==> config.mk <==
export PLATFORM = sky130hd
export DESIGN_NAME = snapshot_frame_checker_core_flat
export DESIGN_NICKNAME = d
export VERILOG_FILES = /design/src/rtl/core/sfc_pkg.sv /design/src/rtl/core/sfc_byte_if.sv /design/src/rtl/core/sfc_field_if.sv /design/src/rtl/core/sfc_in_reg.sv /design/src/rtl/core/sfc_frame_decode.sv /design/src/rtl/core/sfc_out_reg.sv /design/src/rtl/core/snapshot_frame_checker_core.sv /design/src/flat_wrapper.sv
export SDC_FILE = /design/constraint.sdc
export NUM_CORES = 1
export LEC_CHECK = 0
export BUFFER_PORTS_ARGS = -buffer_cell sky130_fd_sc_hd__buf_4
export CAP_MARGIN = 20
export CORE_MARGIN = 4
export CORE_UTILIZATION = 25
export DETAILED_ROUTE_END_ITERATION = 16
export MAX_ROUTING_LAYER = met4
export PLACE_DENSITY = 0.41
export SETUP_SLACK_MARGIN = 0.3
export SLEW_MARGIN = 20
export SYNTH_ARGS = -nofsm -noshare
export SYNTH_HDL_FRONTEND = slang
export SYNTH_SLANG_ARGS = --single-unit
==> constraint.sdc <==
create_clock -name clk_i -period 16.4 [get_ports clk_i]
set_input_delay 3.28 -clock clk_i [delete_from_list [all_inputs] [get_ports clk_i]]
set_output_delay 3.28 -clock clk_i [all_outputs]
set_load 0.005 [all_outputs]
==> src/rtl/core/sfc_pkg.sv <==
// sfc_pkg: constants, beat and result types and the fnv-1a step shared by the
// snapshot frame checker modules. No dependencies.
`timescale 1ns / 1ps

package sfc_pkg;

  localparam int unsigned SFC_MAX_ENTITIES = 256;

  localparam logic [15:0] MAX_FRAME_RESET = 16'hFFFF;
  localparam logic [31:0] FRAME_MAGIC     = 32'h3153_5052;
  localparam logic [63:0] FRAME_VERSION   = 64'd1;
  localparam logic [63:0] FNV_BASIS       = 64'h1465_0FB0_739D_0383;

  // header layout, offsets of the last byte of each field
  localparam logic [15:0] HDR_BYTES   = 16'd24;
  localparam logic [15:0] OFF_MAGIC   = 16'd3;
  localparam logic [15:0] OFF_VERSION = 16'd5;
  localparam logic [15:0] OFF_SEQ     = 16'd13;
  localparam logic [15:0] OFF_TICK    = 16'd21;
  localparam logic [15:0] OFF_COUNT   = 16'd23;
  localparam logic [15:0] REC_BYTES   = 16'd52;
  localparam logic [5:0]  REC_LAST    = 6'd51;

  localparam logic [3:0] TAG_SEQUENCE = 4'd0;
  localparam logic [3:0] TAG_TICK     = 4'd1;
  localparam logic [3:0] TAG_COUNT    = 4'd2;
  localparam logic [3:0] TAG_ID       = 4'd3;
  localparam logic [3:0] TAG_CHECKSUM = 4'd15;

  localparam logic [3:0] FP_ID       = 4'd0;
  localparam logic [3:0] FP_OWNER    = 4'd1;
  localparam logic [3:0] FP_REVISION = 4'd2;
  localparam logic [3:0] FP_XFORM    = 4'd3;
  localparam logic [3:0] FP_SCALE    = 4'd9;

  typedef struct packed {
    logic [7:0] data_byte;
    logic       frame_end;
  } beat_t;

  typedef struct packed {
    logic [3:0]  field_tag;
    logic [63:0] field_value;
    logic [9:0]  entity_index;
    logic        frame_done;
    logic        status;
  } res_t;

  // (h ^ b) * 0x100000001b3 mod 2^64, as shifts and adds
  function automatic logic [63:0] fnv_step(input logic [63:0] h, input logic [7:0] b);
    logic [63:0] x;
    x = h ^ {56'd0, b};
    return (x << 40) + x + (x << 1) + (x << 4) + (x << 5) + (x << 7) + (x << 8);
  endfunction

endpackage

==> src/rtl/core/sfc_byte_if.sv <==
// sfc_byte_if: valid/ready channel that carries one frame byte per beat.
// Uses nothing but its own signals.
`timescale 1ns / 1ps

interface sfc_byte_if;
  logic       valid;
  logic       ready;
  logic [7:0] data_byte;
  logic       frame_end;

  modport source (output valid, output data_byte, output frame_end, input ready);
  modport sink   (input valid, input data_byte, input frame_end, output ready);
endinterface

==> src/rtl/core/sfc_field_if.sv <==
// sfc_field_if: valid/ready channel that carries one decoded field or frame
// status per beat. Uses nothing but its own signals.
`timescale 1ns / 1ps

interface sfc_field_if;
  logic        valid;
  logic        ready;
  logic [3:0]  field_tag;
  logic [63:0] field_value;
  logic [9:0]  entity_index;
  logic        frame_done;
  logic        status;

  modport source (output valid, output field_tag, output field_value,
                  output entity_index, output frame_done, output status, input ready);
  modport sink   (input valid, input field_tag, input field_value,
                  input entity_index, input frame_done, input status, output ready);
endinterface

==> src/rtl/core/sfc_in_reg.sv <==
// sfc_in_reg: input register of the checker, holds one byte beat until the
// decoder takes it. Depends on sfc_pkg and sfc_byte_if.
`timescale 1ns / 1ps

module sfc_in_reg import sfc_pkg::*; (
  input  logic         clk_i,
  input  logic         rst_ni,
  sfc_byte_if.sink     byte_i,
  input  logic         take_i,
  output logic         valid_o,
  output beat_t        beat_o
);

  logic  valid_q, valid_d;
  beat_t beat_q;
  logic  load;

  assign byte_i.ready = !valid_q || take_i;
  assign load         = byte_i.valid && byte_i.ready;

  always_comb begin
    valid_d = valid_q;
    if (load) begin
      valid_d = 1'b1;
    end else if (take_i) begin
      valid_d = 1'b0;
    end
  end

  always_ff @(posedge clk_i or negedge rst_ni) begin
    if (!rst_ni) begin
      valid_q <= 1'b0;
    end else begin
      valid_q <= valid_d;
    end
  end

  always_ff @(posedge clk_i) begin
    if (load) begin
      beat_q <= '{data_byte: byte_i.data_byte, frame_end: byte_i.frame_end};
    end
  end

  assign valid_o = valid_q;
  assign beat_o  = beat_q;

endmodule

==> src/rtl/core/sfc_frame_decode.sv <==
// sfc_frame_decode: frame state, running fnv-1a hash, field assembly and the
// corruption checks, one byte per step. Depends on sfc_pkg.
`timescale 1ns / 1ps

module sfc_frame_decode import sfc_pkg::*; #(
  parameter int unsigned MaxEntities = SFC_MAX_ENTITIES
) (
  input  logic        clk_i,
  input  logic        rst_ni,
  input  logic        cfg_we_i,
  input  logic [15:0] cfg_wdata_i,
  input  logic        step_i,
  input  beat_t       beat_i,
  output logic        has_res_o,
  output res_t        res_o
);

  logic [15:0] max_q;
  logic [15:0] off_q, off_d;
  logic [63:0] shift_q, shift_d;
  logic [2:0]  lane_q, lane_d;
  logic [63:0] hash_q, hash_d;
  logic [15:0] base_q, base_d;
  logic [5:0]  recw_q, recw_d;
  logic [9:0]  ent_q, ent_d;
  logic [31:0] prev_q, prev_d;
  logic        corrupt_q, corrupt_d;

  always_comb begin
    logic [16:0] len;
    logic [16:0] chk_end;
    logic [63:0] acc;
    logic [3:0]  fp;
    logic        corrupt;
    logic        done;
    logic        emit;
    logic        last_chk;

    off_d   = off_q;
    shift_d = shift_q;
    lane_d  = lane_q;
    hash_d  = hash_q;
    base_d  = base_q;
    recw_d  = recw_q;
    ent_d   = ent_q;
    prev_d  = prev_q;
    res_o   = '0;
    fp      = FP_ID;
    done    = 1'b0;
    emit    = 1'b0;

    acc      = shift_q | ({56'd0, beat_i.data_byte} << {lane_q, 3'b000});
    len      = {1'b0, off_q} + 17'd1;
    chk_end  = {1'b0, base_q} + 17'd8;
    last_chk = ({1'b0, off_q} == chk_end - 17'd1);
    corrupt  = corrupt_q || (len > {1'b0, max_q});

    if (!corrupt) begin
      if (off_q < HDR_BYTES) begin
        hash_d  = fnv_step(hash_q, beat_i.data_byte);
        shift_d = acc;
        lane_d  = lane_q + 3'd1;
        if (off_q == OFF_MAGIC) begin
          done = 1'b1;
          if (acc != {32'd0, FRAME_MAGIC}) corrupt = 1'b1;
        end else if (off_q == OFF_VERSION) begin
          done = 1'b1;
          if (acc != FRAME_VERSION) corrupt = 1'b1;
        end else if (off_q == OFF_SEQ) begin
          done = 1'b1;
          emit = 1'b1;
          res_o.field_tag = TAG_SEQUENCE;
          if (acc == 64'd0) corrupt = 1'b1;
        end else if (off_q == OFF_TICK) begin
          done = 1'b1;
          emit = 1'b1;
          res_o.field_tag = TAG_TICK;
        end else if (off_q == OFF_COUNT) begin
          done = 1'b1;
          emit = 1'b1;
          res_o.field_tag = TAG_COUNT;
          if (acc > 64'(MaxEntities)) begin
            corrupt = 1'b1;
          end else begin
            base_d = HDR_BYTES + {5'd0, acc[10:0]} * REC_BYTES;
          end
        end
      end else if (off_q < base_q) begin
        hash_d  = fnv_step(hash_q, beat_i.data_byte);
        shift_d = acc;
        lane_d  = lane_q + 3'd1;
        if (recw_q < 6'd4) begin
          fp = FP_ID;
        end else if (recw_q < 6'd8) begin
          fp = FP_OWNER;
        end else if (recw_q < 6'd16) begin
          fp = FP_REVISION;
        end else begin
          fp = FP_XFORM + (recw_q[5:2] - 4'd4);
        end
        done = (recw_q == 6'd3) || (recw_q == 6'd7) || (recw_q == 6'd15) ||
               ((recw_q >= 6'd16) && (recw_q[1:0] == 2'b11));
        recw_d = (recw_q == REC_LAST) ? 6'd0 : recw_q + 6'd1;
        ent_d  = (recw_q == REC_LAST) ? ent_q + 10'd1 : ent_q;
        if (done) begin
          emit = 1'b1;
          res_o.field_tag    = TAG_ID + fp;
          res_o.entity_index = ent_q;
          if (fp == FP_ID) begin
            if (acc == 64'd0 || acc <= {32'd0, prev_q}) corrupt = 1'b1;
            prev_d = acc[31:0];
          end else if (fp >= FP_XFORM) begin
            if (acc[30:23] == 8'hFF) corrupt = 1'b1;
            // scale words must be strictly positive
            if (fp >= FP_SCALE && (acc[31] || acc == 64'd0)) corrupt = 1'b1;
          end
        end
      end else if ({1'b0, off_q} < chk_end) begin
        shift_d = acc;
        lane_d  = lane_q + 3'd1;
        if (last_chk) begin
          done = 1'b1;
          emit = 1'b1;
          res_o.field_tag = TAG_CHECKSUM;
          if (acc != hash_q) corrupt = 1'b1;
        end
      end else begin
        corrupt = 1'b1;
      end
    end

    if (done) begin
      shift_d = '0;
      lane_d  = '0;
    end
    if (emit) begin
      res_o.field_value = acc;
    end

    corrupt_d = corrupt;
    off_d     = len[16] ? 16'hFFFF : len[15:0];

    res_o.frame_done = beat_i.frame_end;
    res_o.status     = beat_i.frame_end && !(!corrupt && last_chk);
    has_res_o        = emit || beat_i.frame_end;

    if (beat_i.frame_end) begin
      off_d     = '0;
      shift_d   = '0;
      lane_d    = '0;
      hash_d    = FNV_BASIS;
      base_d    = HDR_BYTES;
      recw_d    = '0;
      ent_d     = '0;
      prev_d    = '0;
      corrupt_d = 1'b0;
    end
  end

  always_ff @(posedge clk_i or negedge rst_ni) begin
    if (!rst_ni) begin
      max_q     <= MAX_FRAME_RESET;
      off_q     <= '0;
      shift_q   <= '0;
      lane_q    <= '0;
      hash_q    <= FNV_BASIS;
      base_q    <= HDR_BYTES;
      recw_q    <= '0;
      ent_q     <= '0;
      prev_q    <= '0;
      corrupt_q <= 1'b0;
    end else begin
      if (cfg_we_i) begin
        max_q <= cfg_wdata_i;
      end
      if (step_i) begin
        off_q     <= off_d;
        shift_q   <= shift_d;
        lane_q    <= lane_d;
        hash_q    <= hash_d;
        base_q    <= base_d;
        recw_q    <= recw_d;
        ent_q     <= ent_d;
        prev_q    <= prev_d;
        corrupt_q <= corrupt_d;
      end
    end
  end

endmodule

==> src/rtl/core/sfc_out_reg.sv <==
// sfc_out_reg: result register that drives the field channel and holds a beat
// while the receiver stalls. Depends on sfc_pkg and sfc_field_if.
`timescale 1ns / 1ps

module sfc_out_reg import sfc_pkg::*; (
  input  logic         clk_i,
  input  logic         rst_ni,
  input  logic         load_i,
  input  res_t         res_i,
  output logic         free_o,
  sfc_field_if.source  field_o
);

  logic valid_q, valid_d;
  res_t res_q;

  assign free_o = !valid_q || field_o.ready;

  always_comb begin
    valid_d = valid_q;
    if (load_i) begin
      valid_d = 1'b1;
    end else if (field_o.ready) begin
      valid_d = 1'b0;
    end
  end

  always_ff @(posedge clk_i or negedge rst_ni) begin
    if (!rst_ni) begin
      valid_q <= 1'b0;
    end else begin
      valid_q <= valid_d;
    end
  end

  always_ff @(posedge clk_i) begin
    if (load_i) begin
      res_q <= res_i;
    end
  end

  assign field_o.valid        = valid_q;
  assign field_o.field_tag    = res_q.field_tag;
  assign field_o.field_value  = res_q.field_value;
  assign field_o.entity_index = res_q.entity_index;
  assign field_o.frame_done   = res_q.frame_done;
  assign field_o.status       = res_q.status;

endmodule

==> src/rtl/core/snapshot_frame_checker_core.sv <==
// snapshot_frame_checker_core: top level of the snapshot frame checker.
// Depends on sfc_pkg, sfc_byte_if, sfc_field_if, sfc_in_reg, sfc_frame_decode
// and sfc_out_reg.
//
// Usage:
//   byte_i carries one frame byte per beat, frame_end high on the last byte.
//   field_o gives one beat per field completed while the frame is sound
//   (sequence, tick, count, record fields, checksum); the last byte's beat
//   has frame_done, status 0 ok or 1 corrupt. Magic, version checked only.
//   cfg_we_i / cfg_wdata_i write max_frame_bytes; write only while idle.
// Timing:
//   a byte accepted on byte_i is decoded out of the input register and its
//   result is registered in the output register that drives field_o.
//   one byte per cycle sustained unless a byte with a result waits on a
//   stalled field_o; the decoder updates its hash and field state per byte.
// Reset:
//   clears both channel valid flags and the frame state; max_frame_bytes
//   returns to 65535. No clearing pass, ready right after reset.
// Stall:
//   while a result waits on field_o, bytes that make no result still go
//   through; a byte with a result waits in the input register, and then
//   byte_i.ready drops until the receiver takes the pending beat.
`timescale 1ns / 1ps

module snapshot_frame_checker_core import sfc_pkg::*; #(
  parameter int unsigned MaxEntities = SFC_MAX_ENTITIES
) (
  input  logic         clk_i,
  input  logic         rst_ni,
  input  logic         cfg_we_i,
  input  logic [15:0]  cfg_wdata_i,
  sfc_byte_if.sink     byte_i,
  sfc_field_if.source  field_o
);

  logic  in_valid;
  beat_t in_beat;
  logic  has_res;
  res_t  res;
  logic  out_free;
  logic  take;

  // a byte with no result never needs the output slot
  assign take = in_valid && (out_free || !has_res);

  sfc_in_reg u_in_reg (
    .clk_i   (clk_i),
    .rst_ni  (rst_ni),
    .byte_i  (byte_i),
    .take_i  (take),
    .valid_o (in_valid),
    .beat_o  (in_beat)
  );

  sfc_frame_decode #(
    .MaxEntities (MaxEntities)
  ) u_decode (
    .clk_i       (clk_i),
    .rst_ni      (rst_ni),
    .cfg_we_i    (cfg_we_i),
    .cfg_wdata_i (cfg_wdata_i),
    .step_i      (take),
    .beat_i      (in_beat),
    .has_res_o   (has_res),
    .res_o       (res)
  );

  sfc_out_reg u_out_reg (
    .clk_i   (clk_i),
    .rst_ni  (rst_ni),
    .load_i  (take && has_res),
    .res_i   (res),
    .free_o  (out_free),
    .field_o (field_o)
  );

endmodule

==> src/flat_wrapper.sv <==
// flat-port wrapper written by rule: the top's interface ports become plain ports
module snapshot_frame_checker_core_flat import sfc_pkg::*;
#(
  parameter int unsigned MaxEntities = SFC_MAX_ENTITIES
)
  (clk_i, rst_ni, cfg_we_i, cfg_wdata_i, byte_i_valid, byte_i_data_byte, byte_i_frame_end, byte_i_ready, field_o_valid, field_o_field_tag, field_o_field_value, field_o_entity_index, field_o_frame_done, field_o_status, field_o_ready);
  sfc_byte_if byte_i_i ();
  sfc_field_if field_o_i ();
  input  logic clk_i;
  input  logic rst_ni;
  input  logic cfg_we_i;
  input  logic [15:0] cfg_wdata_i;
  input wire logic [$bits(byte_i_i.valid)-1:0] byte_i_valid;
  input wire logic [$bits(byte_i_i.data_byte)-1:0] byte_i_data_byte;
  input wire logic [$bits(byte_i_i.frame_end)-1:0] byte_i_frame_end;
  output wire logic [$bits(byte_i_i.ready)-1:0] byte_i_ready;
  output wire logic [$bits(field_o_i.valid)-1:0] field_o_valid;
  output wire logic [$bits(field_o_i.field_tag)-1:0] field_o_field_tag;
  output wire logic [$bits(field_o_i.field_value)-1:0] field_o_field_value;
  output wire logic [$bits(field_o_i.entity_index)-1:0] field_o_entity_index;
  output wire logic [$bits(field_o_i.frame_done)-1:0] field_o_frame_done;
  output wire logic [$bits(field_o_i.status)-1:0] field_o_status;
  input wire logic [$bits(field_o_i.ready)-1:0] field_o_ready;
  assign byte_i_i.valid = byte_i_valid;
  assign byte_i_i.data_byte = byte_i_data_byte;
  assign byte_i_i.frame_end = byte_i_frame_end;
  assign byte_i_ready = byte_i_i.ready;
  assign field_o_valid = field_o_i.valid;
  assign field_o_field_tag = field_o_i.field_tag;
  assign field_o_field_value = field_o_i.field_value;
  assign field_o_entity_index = field_o_i.entity_index;
  assign field_o_frame_done = field_o_i.frame_done;
  assign field_o_status = field_o_i.status;
  assign field_o_i.ready = field_o_ready;
  snapshot_frame_checker_core #(.MaxEntities(MaxEntities)) u_core (.clk_i(clk_i), .rst_ni(rst_ni), .cfg_we_i(cfg_we_i), .cfg_wdata_i(cfg_wdata_i), .byte_i(byte_i_i), .field_o(field_o_i));
endmodule
==> metrics.txt <==
vias in the first global route 23000; crit-path most repeated cell ha_1; CP peak stage delay 640 ps; ranking of synthesized cells by area fa_1, dfrtp_1, ha_1, edfxtp_1, inv_1; RSZ-0062 raised after global routing no; # Max-Cap Violations 0; Post-DP HPWL 74.1 mm; Fillers 12300; Top Usage Layer GRT met2; I/O Pins 112; main flop type after synthesis dfrtp_1; Clock Skew 44.0 ps; first drt pass iteration count 5; Nets 3695; Ys Warns 0; Final period util 50.8%; DR vias/cell 4.67; CTS Buf Count 44; crit path cell chain ha_1, and4_1, nand4_1, xnor2_1, inv_1, ha_1, o2111ai_1, or4b_1, a21oi_1, a31o_2, a211oi_1, a221oi_1, or3_1, buf_4; core box area 116000 um^2; GP Congestion 0.837; sequential cell area fraction in the yosys report 28.8%; r2r endpoint u_core.u_decode.hash_q[61]; Post-synth ARST share 71.9%; gr ovfl total 0; routed via count 22200; CTS max path bufs 3; Worst Setup End Kind output pin; Initial Util 25.2%; final WL 96.1 mm; Synth Area in Simple Gates 12.1%; crit-path max FO 11; die area 123000 um^2; Die W 350 um; Avg Inst Size Synth 9.41 um^2; main combinational cell family by area after synthesis adder cells; share of layout cells above drive strength 1 10.7%; WP data arrival 5050 ps; Reg clk slew, reported paths 60 ps; hold path depth 2; share of the synthesized area in the top cell type 17.0%; hold_sp u_core.u_decode.hash_q[26]; first-pass GRT wire length 148 mm; Compound-Gate Fraction of Synth Area 16.3%; port buffer count 111; number of synthesized flops with an enable pin 89; Hold Path Class flip-flop to flip-flop; Final Hold Viols 0; met2 usage 25.7%; setup TNS 0 ps; mean routed wirelength per cell 20.2 um; post-detailed-route count of antenna-violating nets 0; status finished, final reports clean; xor and xnor area share after synthesis 6.94%; residual DRC count 0; #FFs+latches synth 317; Register-to-Register Path Depth 19; initial antenna violation count 3; All-Layer GR Usage 16.3%; Worst R2R Setup Slack 9150 ps; fin crit period 8330 ps; root buffer cell clkbuf_16; highest clock rate 120 MHz; max_slew headroom 27.4%; Final Slew Violations 0; top cell type by total area after synthesis fa_1; Setup violations, final 0; met1 Use GR 22.2%; Worst-Skew Late Latency 630 ps; mux share of post-synthesis cell area 0.436%; Post-Synth Adder-Cell Area 26.9%; Setup Fix Bufs, Post-CTS 0; CP max stage cell dfstp_2; # rows 125; CP Class flip-flop to output pin; 1st-iter DRT viols 1231; post-cts sizing count 0; Reg area 8440 um^2; CTS Sinks 317; Reg2Reg Launch Point u_core.u_in_reg.beat_o[7]; footprint of the multi-input gates 18400 um^2; Die Y 350 um; TritonCTS clock tree yes; Distinct cells, synth 89; GRT met3 Usage 2.29%; Slew @ Worst Pin 1090 ps; hold_buf cts 0; CP Data Required Time 13120 ps; CP Launch Type flip-flop; H-tree depth 2; Worst Hold End u_core.u_decode.hash_q[26]; Synth Instances 3110; mapped cell area 29300 um^2; largest net degree at the start of global routing 91; Mapped Nets 3617; P&R area growth vs syn 14.2%
## synth_stat cells, types with 46 or more instances
library cell	count
a21o_1	76
a21oi_1	177
clkbuf_1	118
dfrtp_1	182
dfstp_2	46
edfxtp_1	89
fa_1	248
ha_1	229
inv_1	497
nand2_1	226
nand3_1	46
nand4_1	63
nor2_1	150
nor3_1	51
o21ai_0	162
o31ai_1	64
xnor2_1	150
xor2_1	66
## worst max-delay path, delay by kind of cell, from the launching register on
kind | cells | cell delay, ps
AND/OR/NAND/NOR | 4 | 1280
AO/OA/AOI/OAI | 5 | 1020
adder cells (fa/ha/maj) | 2 | 810
flip-flops | 1 | 640
XOR/XNOR | 1 | 390
buffers and inverters | 2 | 290
## sequential cells by signal (all words and copies together), names as in the netlist, 4 cells and up
register and count:
u_core.u_decode.ent_q 10, u_core.u_decode.shift_q 64, u_core.u_decode.hash_q 64, u_core.u_decode.base_q 14
u_core.u_in_reg.beat_o 9, u_core.u_decode.prev_q 32, u_core.u_decode.off_q 16, u_core.u_decode.max_q 16
u_core.u_out_reg.field_o.field_value 64, u_core.u_out_reg.field_o.entity_index 10, u_core.u_decode.recw_q 6, u_core.u_out_reg.field_o.field_tag 4
## worst max-delay path by stage
| stage | start | end | slack [ps] |
|---|---|---|---|
| 2_1_floorplan | u_core.u_decode.off_q[4] | u_core.u_out_reg.field_o.entity_index[0] | 9010 |
| 3_3_place_gp | u_core.u_decode.off_q[3] | byte_i_ready | 8580 |
| 3_5_place_dp | u_core.u_decode.base_q[3] | byte_i_ready | 8690 |
| 4_1_cts | u_core.u_decode.off_q[3] | byte_i_ready | 8010 |
| 5_1_grt | u_core.u_decode.off_q[3] | byte_i_ready | 7670 |
| 6_report | u_core.u_decode.base_q[3] | byte_i_ready | 8070 |
## layer usage
layer  share of wire, %  routed length [um]  up-vias
met5                  0                   0        -
met3                3.5                3330       85
met1                 48               46300    11100
met2                 46               44400      331
met4                2.2                2070        0
li1                   -                   -    10700
## cell usage in the layout (no fill, tap or decap), types with 51 or more instances in the layout
master and instances:
dfrtp_1 182, nand2_1 225, o31ai_1 64, edfxtp_1 89, xor2_1 66, nor3_1 51, a21o_1 75, nor2_1 148
o21ai_0 161, nand4_1 63, a21oi_1 177, fa_1 248, inv_1 497, buf_4 170, xnor2_1 150, ha_1 229
## cell type report
cell class	count	share of cell area [%]
multi-input combinational	2156	55.1
sequential	317	25.2
tap	1524	5.70
inverter	498	5.59
timing repair buffer	171	3.86
clock buffer	54	3.53
clock inverter	28	0.921
antenna	3	0.0225
## metrics by stage
stage	instance area, um^2	utilization (%)	hold WS [ps]	setup WS, ps	instances
3_3_place_gp	31900	27.5	459	8580	4666
6_report	33400	28.8	472	8070	4751
2_1_floorplan	29300	-	449	9010	3110
4_1_cts	33400	28.8	478	8010	4748
3_5_place_dp	31900	27.5	466	8690	4666
5_1_grt	33400	28.8	497	7670	4751
## logic make-up (layout without fill, tap and decap cells)
kind of cell / count (synthesis) / count (layout)
fa+ha+maj: 482 / 482
mux: 12 / 12
xor+xnor: 222 / 222
flops: 317 / 317
compound gates: 717 / 717
buf+inv: 637 / 751
other cells: 0 / 3
simple gates: 723 / 723
Power is not shown: default switching activity piles up to over one toggle a cycle in this logic, so the estimate is an artifact.
